File: config.mk
export PLATFORM = sky130hd
export DESIGN_NAME = level_control_status_fsm_core
export DESIGN_NICKNAME = d
export VERILOG_FILES = /design/src/rtl/lcs_pkg.sv /design/src/rtl/level_control_status_fsm_core.sv
export SDC_FILE = /design/constraint.sdc
export NUM_CORES = 1
export LEC_CHECK = 0
export BUFFER_PORTS_ARGS = -buffer_cell sky130_fd_sc_hd__clkbuf_2
export CAP_MARGIN = 30
export CORE_ASPECT_RATIO = 1.2
export CORE_UTILIZATION = 54
export CTS_CLUSTER_DIAMETER = 30
export CTS_CLUSTER_SIZE = 28
export DETAILED_ROUTE_END_ITERATION = 10
export PLACE_DENSITY = 0.8
export SYNTH_ARGS = -nofsm -noshare
export SYNTH_HDL_FRONTEND = slang
export SYNTH_SLANG_ARGS = --single-unit
File: constraint.sdc
create_clock -name aclk -period 2.8 [get_ports aclk]
set_input_delay 0.7 -clock aclk [delete_from_list [all_inputs] [get_ports aclk]]
set_output_delay 0.7 -clock aclk [all_outputs]
set_load 0.05 [all_outputs]
File: src/rtl/lcs_pkg.sv
// Package for the level-controlled command status block.
// Holds the state codes, the error codes, the register indexes and the field widths.
// No dependencies.
package lcs_pkg;

    // Field and register widths.
    localparam int TimerWidth   = 16;
    localparam int StateWidth   = 3;
    localparam int ErrCodeWidth = 2;
    localparam int CfgIdxWidth  = 2;
    localparam int CfgDataWidth = 16;
    localparam int InDataWidth  = 8;
    localparam int OutDataWidth = 16;

    // State codes as reported in state_code.
    localparam logic [StateWidth-1:0] ST_DORMANT   = 3'd0;
    localparam logic [StateWidth-1:0] ST_EXECUTING = 3'd1;
    localparam logic [StateWidth-1:0] ST_ABORTING  = 3'd2;
    localparam logic [StateWidth-1:0] ST_DONE      = 3'd3;
    localparam logic [StateWidth-1:0] ST_ERROR     = 3'd4;
    localparam logic [StateWidth-1:0] ST_RESETTING = 3'd5;

    // Error codes as reported in error_code.
    localparam logic [ErrCodeWidth-1:0] ERR_NONE     = 2'd0;
    localparam logic [ErrCodeWidth-1:0] ERR_EXTERNAL = 2'd1;
    localparam logic [ErrCodeWidth-1:0] ERR_TIMEOUT  = 2'd2;

    // Configuration register indexes.
    localparam logic [CfgIdxWidth-1:0] CFG_CYCLE_LIMIT     = 2'd0;
    localparam logic [CfgIdxWidth-1:0] CFG_TIMEOUT_TICKS   = 2'd1;
    localparam logic [CfgIdxWidth-1:0] CFG_CONTINUOUS_MODE = 2'd2;

    // One input beat, unpacked from s_tdata.
    typedef struct packed {
        logic reset_finished;
        logic reset_request;
        logic abort_finished;
        logic ready_condition;
        logic fault_condition;
        logic enable;
        logic tick;
    } lcs_in_t;

endpackage

File: src/rtl/level_control_status_fsm_core.sv
// Top level of the level-controlled command status block: one scan step per beat.
// Depends on lcs_pkg (codes, widths and the input beat type).
//
//  channel | direction | handshake          | payload
//  --------+-----------+--------------------+------------------------------------------
//  s_      | in        | s_tvalid/s_tready  | s_tdata[7:0]: scan conditions
//  m_      | out       | m_tvalid/m_tready  | m_tdata[15:0]: status flags and state
//  cfg_    | in        | cfg_we             | cfg_index, cfg_wdata: register writes
//
// A new beat is accepted every cycle while the result register is empty or being
// drained. The step is a single state decision plus two 16-bit timer decrements,
// done between the held state and the result register.
// Reset (synchronous, aresetn low) returns the state, timers, flags and registers to zero.
// A stalled result holds its value and blocks input until it is taken.
module level_control_status_fsm_core
    import lcs_pkg::*;
(
    input  logic                    aclk,
    input  logic                    aresetn,
    // Configuration write port.
    input  logic                    cfg_we,
    input  logic [CfgIdxWidth-1:0]  cfg_index,
    input  logic [CfgDataWidth-1:0] cfg_wdata,
    // Input beats.
    input  logic                    s_tvalid,
    output logic                    s_tready,
    // From bit 0: tick, enable, fault_condition, ready_condition, abort_finished,
    // reset_request, reset_finished, one zero pad bit.
    input  logic [InDataWidth-1:0]  s_tdata,
    // Result beats.
    output logic                    m_tvalid,
    input  logic                    m_tready,
    // From bit 0: busy_res, done_res, error, error_code[1:0], active_cycle,
    // state_code[2:0], seven zero pad bits.
    output logic [OutDataWidth-1:0] m_tdata
);

    // Configuration registers.
    logic [TimerWidth-1:0] cycle_limit_reg;
    logic [TimerWidth-1:0] timeout_ticks_reg;
    logic                  continuous_mode_reg;

    // Scan state; the flags double as the result payload.
    logic [StateWidth-1:0]   state_reg,         state_next;
    logic [TimerWidth-1:0]   limit_timer_reg,   limit_timer_next;
    logic [TimerWidth-1:0]   timeout_timer_reg, timeout_timer_next;
    logic                    busy_reg,          busy_next;
    logic                    done_reg,          done_next;
    logic                    error_reg,         error_next;
    logic [ErrCodeWidth-1:0] err_kind_reg,      err_kind_next;
    logic                    active_reg,        active_next;
    logic                    m_tvalid_reg,      m_tvalid_next;

    lcs_in_t               in_beat;
    logic                  s_accept;
    logic [TimerWidth-1:0] limit_dec;
    logic [TimerWidth-1:0] timeout_dec;
    logic                  expired;

    assign in_beat  = lcs_in_t'(s_tdata[6:0]);
    assign s_tready = !m_tvalid_reg || m_tready;
    assign s_accept = s_tvalid && s_tready;

    // Configuration writes; an index beyond the list is ignored.
    always_ff @(posedge aclk) begin
        if (!aresetn) begin
            cycle_limit_reg     <= '0;
            timeout_ticks_reg   <= '0;
            continuous_mode_reg <= 1'b0;
        end else if (cfg_we) begin
            case (cfg_index)
                CFG_CYCLE_LIMIT:     cycle_limit_reg     <= cfg_wdata;
                CFG_TIMEOUT_TICKS:   timeout_ticks_reg   <= cfg_wdata;
                CFG_CONTINUOUS_MODE: continuous_mode_reg <= cfg_wdata[0];
                default: ;
            endcase
        end
    end

    // Timers tick down while executing, before the state decision.
    always_comb begin
        limit_dec   = limit_timer_reg;
        timeout_dec = timeout_timer_reg;
        if (in_beat.tick && state_reg == ST_EXECUTING) begin
            if (cycle_limit_reg != '0) begin
                if (limit_timer_reg != '0) begin
                    limit_dec = limit_timer_reg - 1'b1;
                end else begin
                    limit_dec = cycle_limit_reg;
                end
            end
            if (timeout_timer_reg != '0) begin
                timeout_dec = timeout_timer_reg - 1'b1;
            end
        end
    end

    assign expired = (timeout_ticks_reg != '0) && (timeout_dec == '0);

    // State decision and flag update for one scan.
    always_comb begin
        state_next         = state_reg;
        limit_timer_next   = limit_dec;
        timeout_timer_next = timeout_dec;
        busy_next          = busy_reg;
        done_next          = done_reg;
        error_next         = error_reg;
        err_kind_next      = err_kind_reg;
        active_next        = active_reg;
        case (state_reg)
            ST_DORMANT: begin
                done_next     = 1'b0;
                busy_next     = 1'b0;
                error_next    = 1'b0;
                err_kind_next = ERR_NONE;
                active_next   = 1'b0;
                if (in_beat.enable) begin
                    timeout_timer_next = timeout_ticks_reg;
                    limit_timer_next   = cycle_limit_reg;
                    state_next         = ST_EXECUTING;
                end
            end
            ST_EXECUTING: begin
                busy_next   = 1'b1;
                active_next = (cycle_limit_reg == '0) || (limit_dec != '0);
                if (in_beat.fault_condition || expired) begin
                    state_next = ST_ERROR;
                end else if (!in_beat.enable) begin
                    state_next = ST_ABORTING;
                end else if (!continuous_mode_reg && in_beat.ready_condition) begin
                    state_next = ST_DONE;
                end
            end
            ST_ABORTING: begin
                active_next = 1'b0;
                if (in_beat.fault_condition || expired) begin
                    state_next = ST_ERROR;
                end else if (in_beat.abort_finished) begin
                    state_next = ST_RESETTING;
                end
            end
            ST_DONE: begin
                busy_next   = 1'b0;
                done_next   = 1'b1;
                active_next = 1'b0;
                if (!in_beat.enable) begin
                    state_next = ST_RESETTING;
                end
            end
            ST_ERROR: begin
                busy_next     = 1'b0;
                active_next   = 1'b0;
                error_next    = 1'b1;
                err_kind_next = in_beat.fault_condition ? ERR_EXTERNAL : ERR_TIMEOUT;
                if (in_beat.reset_request || !in_beat.enable) begin
                    state_next = ST_RESETTING;
                end
            end
            ST_RESETTING: begin
                done_next     = 1'b0;
                error_next    = 1'b0;
                err_kind_next = ERR_NONE;
                active_next   = 1'b0;
                if (in_beat.reset_finished) begin
                    state_next = ST_DORMANT;
                end
            end
            default: begin
                // Unused codes hold everything; timers still follow the tick rule.
            end
        endcase
    end

    // Result valid: set by an accepted beat, cleared when the result is taken.
    always_comb begin
        m_tvalid_next = m_tvalid_reg;
        if (s_accept) begin
            m_tvalid_next = 1'b1;
        end else if (m_tready) begin
            m_tvalid_next = 1'b0;
        end
    end

    // State registers advance once per accepted beat.
    always_ff @(posedge aclk) begin
        if (!aresetn) begin
            state_reg         <= ST_DORMANT;
            limit_timer_reg   <= '0;
            timeout_timer_reg <= '0;
            busy_reg          <= 1'b0;
            done_reg          <= 1'b0;
            error_reg         <= 1'b0;
            err_kind_reg      <= ERR_NONE;
            active_reg        <= 1'b0;
            m_tvalid_reg      <= 1'b0;
        end else begin
            m_tvalid_reg <= m_tvalid_next;
            if (s_accept) begin
                state_reg         <= state_next;
                limit_timer_reg   <= limit_timer_next;
                timeout_timer_reg <= timeout_timer_next;
                busy_reg          <= busy_next;
                done_reg          <= done_next;
                error_reg         <= error_next;
                err_kind_reg      <= err_kind_next;
                active_reg        <= active_next;
            end
        end
    end

    // The held flags are the result payload; they only change on an accepted beat.
    assign m_tvalid = m_tvalid_reg;
    assign m_tdata  = {7'd0, state_reg, active_reg, err_kind_reg, error_reg,
                       done_reg, busy_reg};

    // An accepted beat always leaves a result waiting.
    assert property (@(posedge aclk) disable iff (!aresetn)
        s_accept |=> m_tvalid_reg)
        else $error("accepted beat produced no result");

    // The error flag is only seen in error or on the way out of it.
    assert property (@(posedge aclk) disable iff (!aresetn)
        error_reg |-> (state_reg == ST_ERROR || state_reg == ST_RESETTING))
        else $error("error flag outside error handling");

    // The done flag is only seen in done or on the way out of it.
    assert property (@(posedge aclk) disable iff (!aresetn)
        done_reg |-> (state_reg == ST_DONE || state_reg == ST_RESETTING))
        else $error("done flag outside done handling");

    // An error code is reported exactly when the error flag is set.
    assert property (@(posedge aclk) disable iff (!aresetn)
        (err_kind_reg != ERR_NONE) == error_reg)
        else $error("error code and error flag disagree");

    // State and flags hold while no beat is accepted.
    assert property (@(posedge aclk) disable iff (!aresetn)
        !s_accept |=> $stable(state_reg) && $stable(busy_reg) && $stable(err_kind_reg))
        else $error("state changed without an accepted beat");

endmodule
== Yosys cells after proc, flatten, opt, wreduce, memory -nomap -nowiden ==
Cells that the tools add are included.

* Add/sub/neg operators: 2
* Equality and inequality tests: 13
* Mux-type cells: 27
* Reduce and logical (&&, ||, !) cells: 37

{| class="wikitable"
|+ Operator list
! cell !! number
|-
| 16-bit two-way mux || 9
|-
| 16-bit nonzero test || 5
|-
| 16-bit logical NOT || 2
|-
| 16-bit by 1-bit subtractor with 16-bit output (second input constant) || 2
|-
| 3-bit two-way mux || 9
|-
| 3-bit case mux with 6 select lines || 1
|-
| 2-bit AND reduction || 7
|-
| 2-bit nonzero test || 5
|-
| 2-bit != test (second input constant) || 4
|-
| 1-bit case mux with 2 select lines || 4
|-
| 8-bit AND reduction || 1
|-
| 3-bit by 2-bit equality test with 1-bit output (second input constant) || 2
|-
| 3-bit equality test (second input constant) || 2
|-
| 6-bit nonzero test || 1
|-
| 5-bit OR reduction || 1
|-
| 1-bit logical AND || 4
|-
| 1-bit logical OR || 4
|-
| 4-bit by 2-bit != test with 1-bit output (second input constant) || 1
|-
| 2-bit case mux with 2 select lines || 1
|-
| 3-bit by 1-bit equality test with 1-bit output (second input constant) || 1
|-
| 1-bit logical NOT || 3
|-
| 3-bit logical NOT || 1
|-
| 3-bit != test (second input constant) || 1
|-
| 3-bit OR reduction || 1
|-
| 6 further kinds || 7
|}

* Register bits: 75
* Bits of input ports: 31
* Output and inout bits: 18
* Word-level logic and storage cells: 91

== Logic depth before layout (Yosys ltp) ==
* Word-level depth: 8
* Mapped depth: 10

== Worst setup path before layout ==
Ideal clock, no wire load.

* Path type: reg2reg
* Start point: reg limit_timer_reg[0]
* End point: reg active_reg
* Library setup time: 0.129 ns
* Data arrival time: 2.575 ns
* Setup slack: 0.096 ns
* Stages on the path, launching flop included: 11
* Buffers on the path: 1
* Period minus slack after synthesis: 2.704 ns
* Cells stage by stage: dfxtp_1 inv_1 ha_1 or3b_1 or4_1 buf_2 or3_1 a31oi_1 nand4_1 nor4b_2 a31oi_1

* Cells in the longest elaborated chain, start to end: 7
* Elaborated cells on any way between the ends: 8
* Those cells by class: add/sub: 1; mux: 4; reduce/logical: 3

{| class="wikitable"
|+ Ends and longest elaborated chain
! element !! line !! RTL
|-
| start, declared || level_control_status_fsm_core.sv:45 || <nowiki>logic [TimerWidth-1:0] limit_timer_reg, limit_timer_next;</nowiki>
|-
| start signal, assigned || level_control_status_fsm_core.sv:200 || <nowiki>limit_timer_reg <= limit_timer_next;</nowiki>
|-
| 16-bit by 1-bit subtractor with 16-bit output or 16-bit nonzero test (tied branches) || level_control_status_fsm_core.sv:87, level_control_status_fsm_core.sv:86 ||
|-
| 16-bit two-way mux || level_control_status_fsm_core.sv:86 || <nowiki>if (limit_timer_reg != '0) begin</nowiki>
|-
| 16-bit two-way mux || level_control_status_fsm_core.sv:85 || <nowiki>if (cycle_limit_reg != '0) begin</nowiki>
|-
| 16-bit two-way mux * || level_control_status_fsm_core.sv:84 || <nowiki>if (in_beat.tick && state_reg == ST_EXECUTING) begin</nowiki>
|-
| 16-bit nonzero test * || level_control_status_fsm_core.sv:125 || <nowiki>active_next = (cycle_limit_reg == '0) || (limit_dec != '0);</nowiki>
|-
| 1-bit logical OR * || level_control_status_fsm_core.sv:125 ||
|-
| 1-bit case mux with 2 select lines * || level_control_status_fsm_core.sv:110 || <nowiki>case (state_reg)</nowiki>
|-
| end signal, assigned || level_control_status_fsm_core.sv:206 || <nowiki>active_reg <= active_next;</nowiki>
|-
| end, declared || level_control_status_fsm_core.sv:51 || <nowiki>logic active_reg, active_next;</nowiki>
|}

Mark *: on every way between the ends. The rest lies on a longest branch, timed or not.
A chain may end at the register's enable or synchronous reset.

== Final worst setup path ==
Ends and elaborated chain as after synthesis.

==> key figures <==
Run status
  • Outcome: completed

Synthesis
  • Ys async rst share: 0%
  • Yosys warns: 0
  • Flops & latches, synth: 75
  • Netlist cell types: 76
  • Synth Flop Type: dfxtp_1
  • Post-synthesis area per instance: 7.279 um^2
  • Post-synth EDFFs: 0
  • Syn Inst Count: 642
  • Leading area contributor after synthesis: dfxtp_1
  • Register area share after synthesis: 32.13%
  • Count leader, synth: nand2_1
  • Share of the synthesized area in the top cell type: 32.13%
  • Top cells by area, synth: dfxtp_1 (32%), nand2_1 (9.2%), a21oi_1 (7.4%)
  • Post-synth top cells: nand2_1 (115), dfxtp_1 (75), a21oi_1 (69)
  • Cell area after synthesis: 4673 um^2

Global routing
  • Global-route wire length before repair: 23.65 mm
  • Initial antenna violation count: 0
  • Grt met2 use: 55.23%
  • Gr ovfl total: 0
  • All-Layer GR Usage: 33.63%
  • M1 GR Usage: 38.99%
  • Top Usage Layer GRT: met2
  • Largest net degree at the start of global routing: 70
  • GR Util met3: 6.825%
  • Vias in the first global route: 5,010

Timing
  • Slew @ Worst Pin: 0.7779 ns
  • Fmax: 0.3603 GHz
  • Worst rel slew slack: 48.14%
  • WHS: 0.4688 ns
  • Layout Skew: 0.01018 ns
  • Period utilisation layout: 99.12%
  • Finish-stage setup viols: 0
  • RSZ-0062 raised after global routing: yes
  • Post-Route Setup TNS: 0 ns
  • Fin crit period: 2.775 ns
  • Final Hold Vio Count: 0
  • Fin. max-slew vios: 0

Clock tree
  • Cts hold-fix bufs: 0
  • H-tree Lvls: 3
  • Clk slew on worst S/H paths: 0.08 ns
  • Root Buffer: clkbuf_8
  • CTS max path bufs: 2
  • Clk Latency, worst-skew pair: 0.36 ns
  • CTS tree: done
  • CTS sink cnt: 75
  • CTS Buf Count: 9

Pwr
  • Pint: 0.002331 W
  • Tot Pwr: 0.003938 W
  • Clk pwr share: 22.5%
  • P per Cell Area: 711.2 nW/um^2
  • Leakage: 2.145 nW
  • Comb power frac: 46.1%
  • Peak VDD IR: 0.5277 mV
  • Power share of the sequential group: 31.5%
  • Sw power: 0.001606 W
  • Net Sw Frac: 40.79%

Place
  • Placed inst area: 5233 um^2
  • PortBufs: 40
  • Placer Congestion: 0.9921
  • Post-DP HPWL: 10.49 mm

Worst setup path
  • Crit Path Max Fanout: 8
  • Crit path capture type: register
  • Worst-path cell chain: inv_2 -> ha_4 -> or3b_4 -> or4_4 -> or3_1 -> a31oi_2 -> nand4_1 -> nor4b_2 -> a31oi_1
  • Reg2reg start: limit_timer_reg[0]$_SDFFE_PN0P_
  • Reg-to-reg endpoint: active_reg$_SDFFE_PN0P_
  • Worst setup path end: active_reg$_SDFFE_PN0P_
  • Worst Setup SP: limit_timer_reg[0]$_SDFFE_PN0P_
  • WP data required: 3.03 ns
  • CP max stage delay: 0.61 ns
  • Worst R2R Path Depth: 9
  • CP Class: register to register
  • Max stage delay cell, worst path: or4_4
  • CP Launch Type: register
  • WP data arrival: 3.01 ns
  • R2R Setup Slk: 0.02 ns

Drt
  • Drt total wl: 14.73 mm
  • Antenna violation net count after detailed routing: 0
  • Drt wl/cell: 17.85 um
  • DR vias/cell: 6.392
  • DR pass1 iterations: 5
  • DRT iter0 DRCs: 350
  • DRC viols: 0
  • Vias: 5,273

Final layout
  • Final nets: 740
  • Final Cell Area: 5537 um^2
  • Area added between synthesis and finish: 18.47%
  • Layout cells sized above 1: 21.80%
  • Number of antenna diodes: 0

Floorplan
  • Starting Density: 56.69%
  • Io pins: 49
  • Die X: 86.92 um
  • Die area: 9031 um^2
  • Die H: 103.9 um
  • Core Region: 8243 um^2
  • # rows: 36

Min path
  • Hold WC Path Type: register to register

Run
  • Max Cap Viol: 0
[stage by stage]
step           util (%)  std cells  worst slack, ns
3_3_place_gp      63.48        807         -0.08135
3_5_place_dp      63.48        807          -0.1121
2_1_floorplan         -        648          0.09645
6_report          67.17        825          0.02465
5_1_grt           67.17        825          -0.1384
4_1_cts           66.17        823         0.001080
[critical path, delay by kind of cell, from the launching register on]
| kind | cells | cell delay (ns) |
|---|---|---|
| and+or+nand+nor | 5 | 1.78 |
| AOI/OAI and AO/OA | 2 | 0.35 |
| DFF | 1 | 0.33 |
| adders and majority gates | 1 | 0.11 |
| buffers and inverters | 1 | 0.07 |
[per-layer routing]
metal | up-vias | part of all wire (%)
met5 | - | 0
met2 | 288 | 48
met4 | 0 | 5.1
li1 | 2460 | -
met3 | 68 | 7.7
met1 | 2457 | 39
[how the worst min path moves through the flow]
stage,from,endpoint,slack (ns),cells after the start
finish,err_kind_reg[0]$_SDFFE_PN0P_,err_kind_reg[0]$_SDFFE_PN0P_,0.47,2
global route,err_kind_reg[0]$_SDFFE_PN0P_,err_kind_reg[0]$_SDFFE_PN0P_,0.49,2
CTS,error_reg$_SDFFE_PN0P_,error_reg$_SDFFE_PN0P_,0.47,2
detailed placement,error_reg$_SDFFE_PN0P_,error_reg$_SDFFE_PN0P_,0.46,2
global placement,err_kind_reg[0]$_SDFFE_PN0P_,err_kind_reg[0]$_SDFFE_PN0P_,0.44,2
floorplan,error_reg$_SDFFE_PN0P_,error_reg$_SDFFE_PN0P_,0.44,2
[power groups by stage]
stage | Combinational (W) | Sequential, W | Clock (W)
after floorplan | 0.00110 | 0.00129 | 0
after global placement | 0.00165 | 0.00125 | 0
after detailed placement | 0.00169 | 0.00126 | 0
after CTS | 0.00171 | 0.00123 | 0.000897
after global routing | 0.00196 | 0.00125 | 0.000956
final | 0.00181 | 0.00124 | 0.000884
[cell usage in the layout (no fill, tap or decap), types with 10 or more instances in the layout]
cell type    n
nor2_1      66
nand4_1     12
dfxtp_1     74
nor4_1      14
nand2_1    113
a21oi_1     69
clkbuf_8    10
inv_1       14
nor3_1      11
buf_4       58
o21ai_0     28
clkbuf_2    40
[timing repair]
| item | CTS | global route |
|---|---|---|
| setup endpoints to repair | 1 | 8 |
| pin swaps | 0 | 8 |
| gates resized for setup | 2 | 18 |
| setup buffers | 0 | 2 |
[final cells by class]
cell class	count	area [um^2]
sequential	75	1503
inverter	17	63.81
clock inverter	6	72.57
tap	114	142.6
timing repair buffer	99	646.9
clock buffer	10	137.6
multi-input combinational	504	2970
fill	700	2706
[kinds of logic after synthesis]
group,count (synthesis),share of synthesized area [%]
mux,9,2.088
other cells,1,0.08024
buf+inv,69,6.479
flops,75,32.13
simple gates,287,30.50
compound gates,194,27.18
fa+ha+maj,3,0.8033
xor+xnor,4,0.7498
Note: power is estimated with default switching activity, not from simulation.
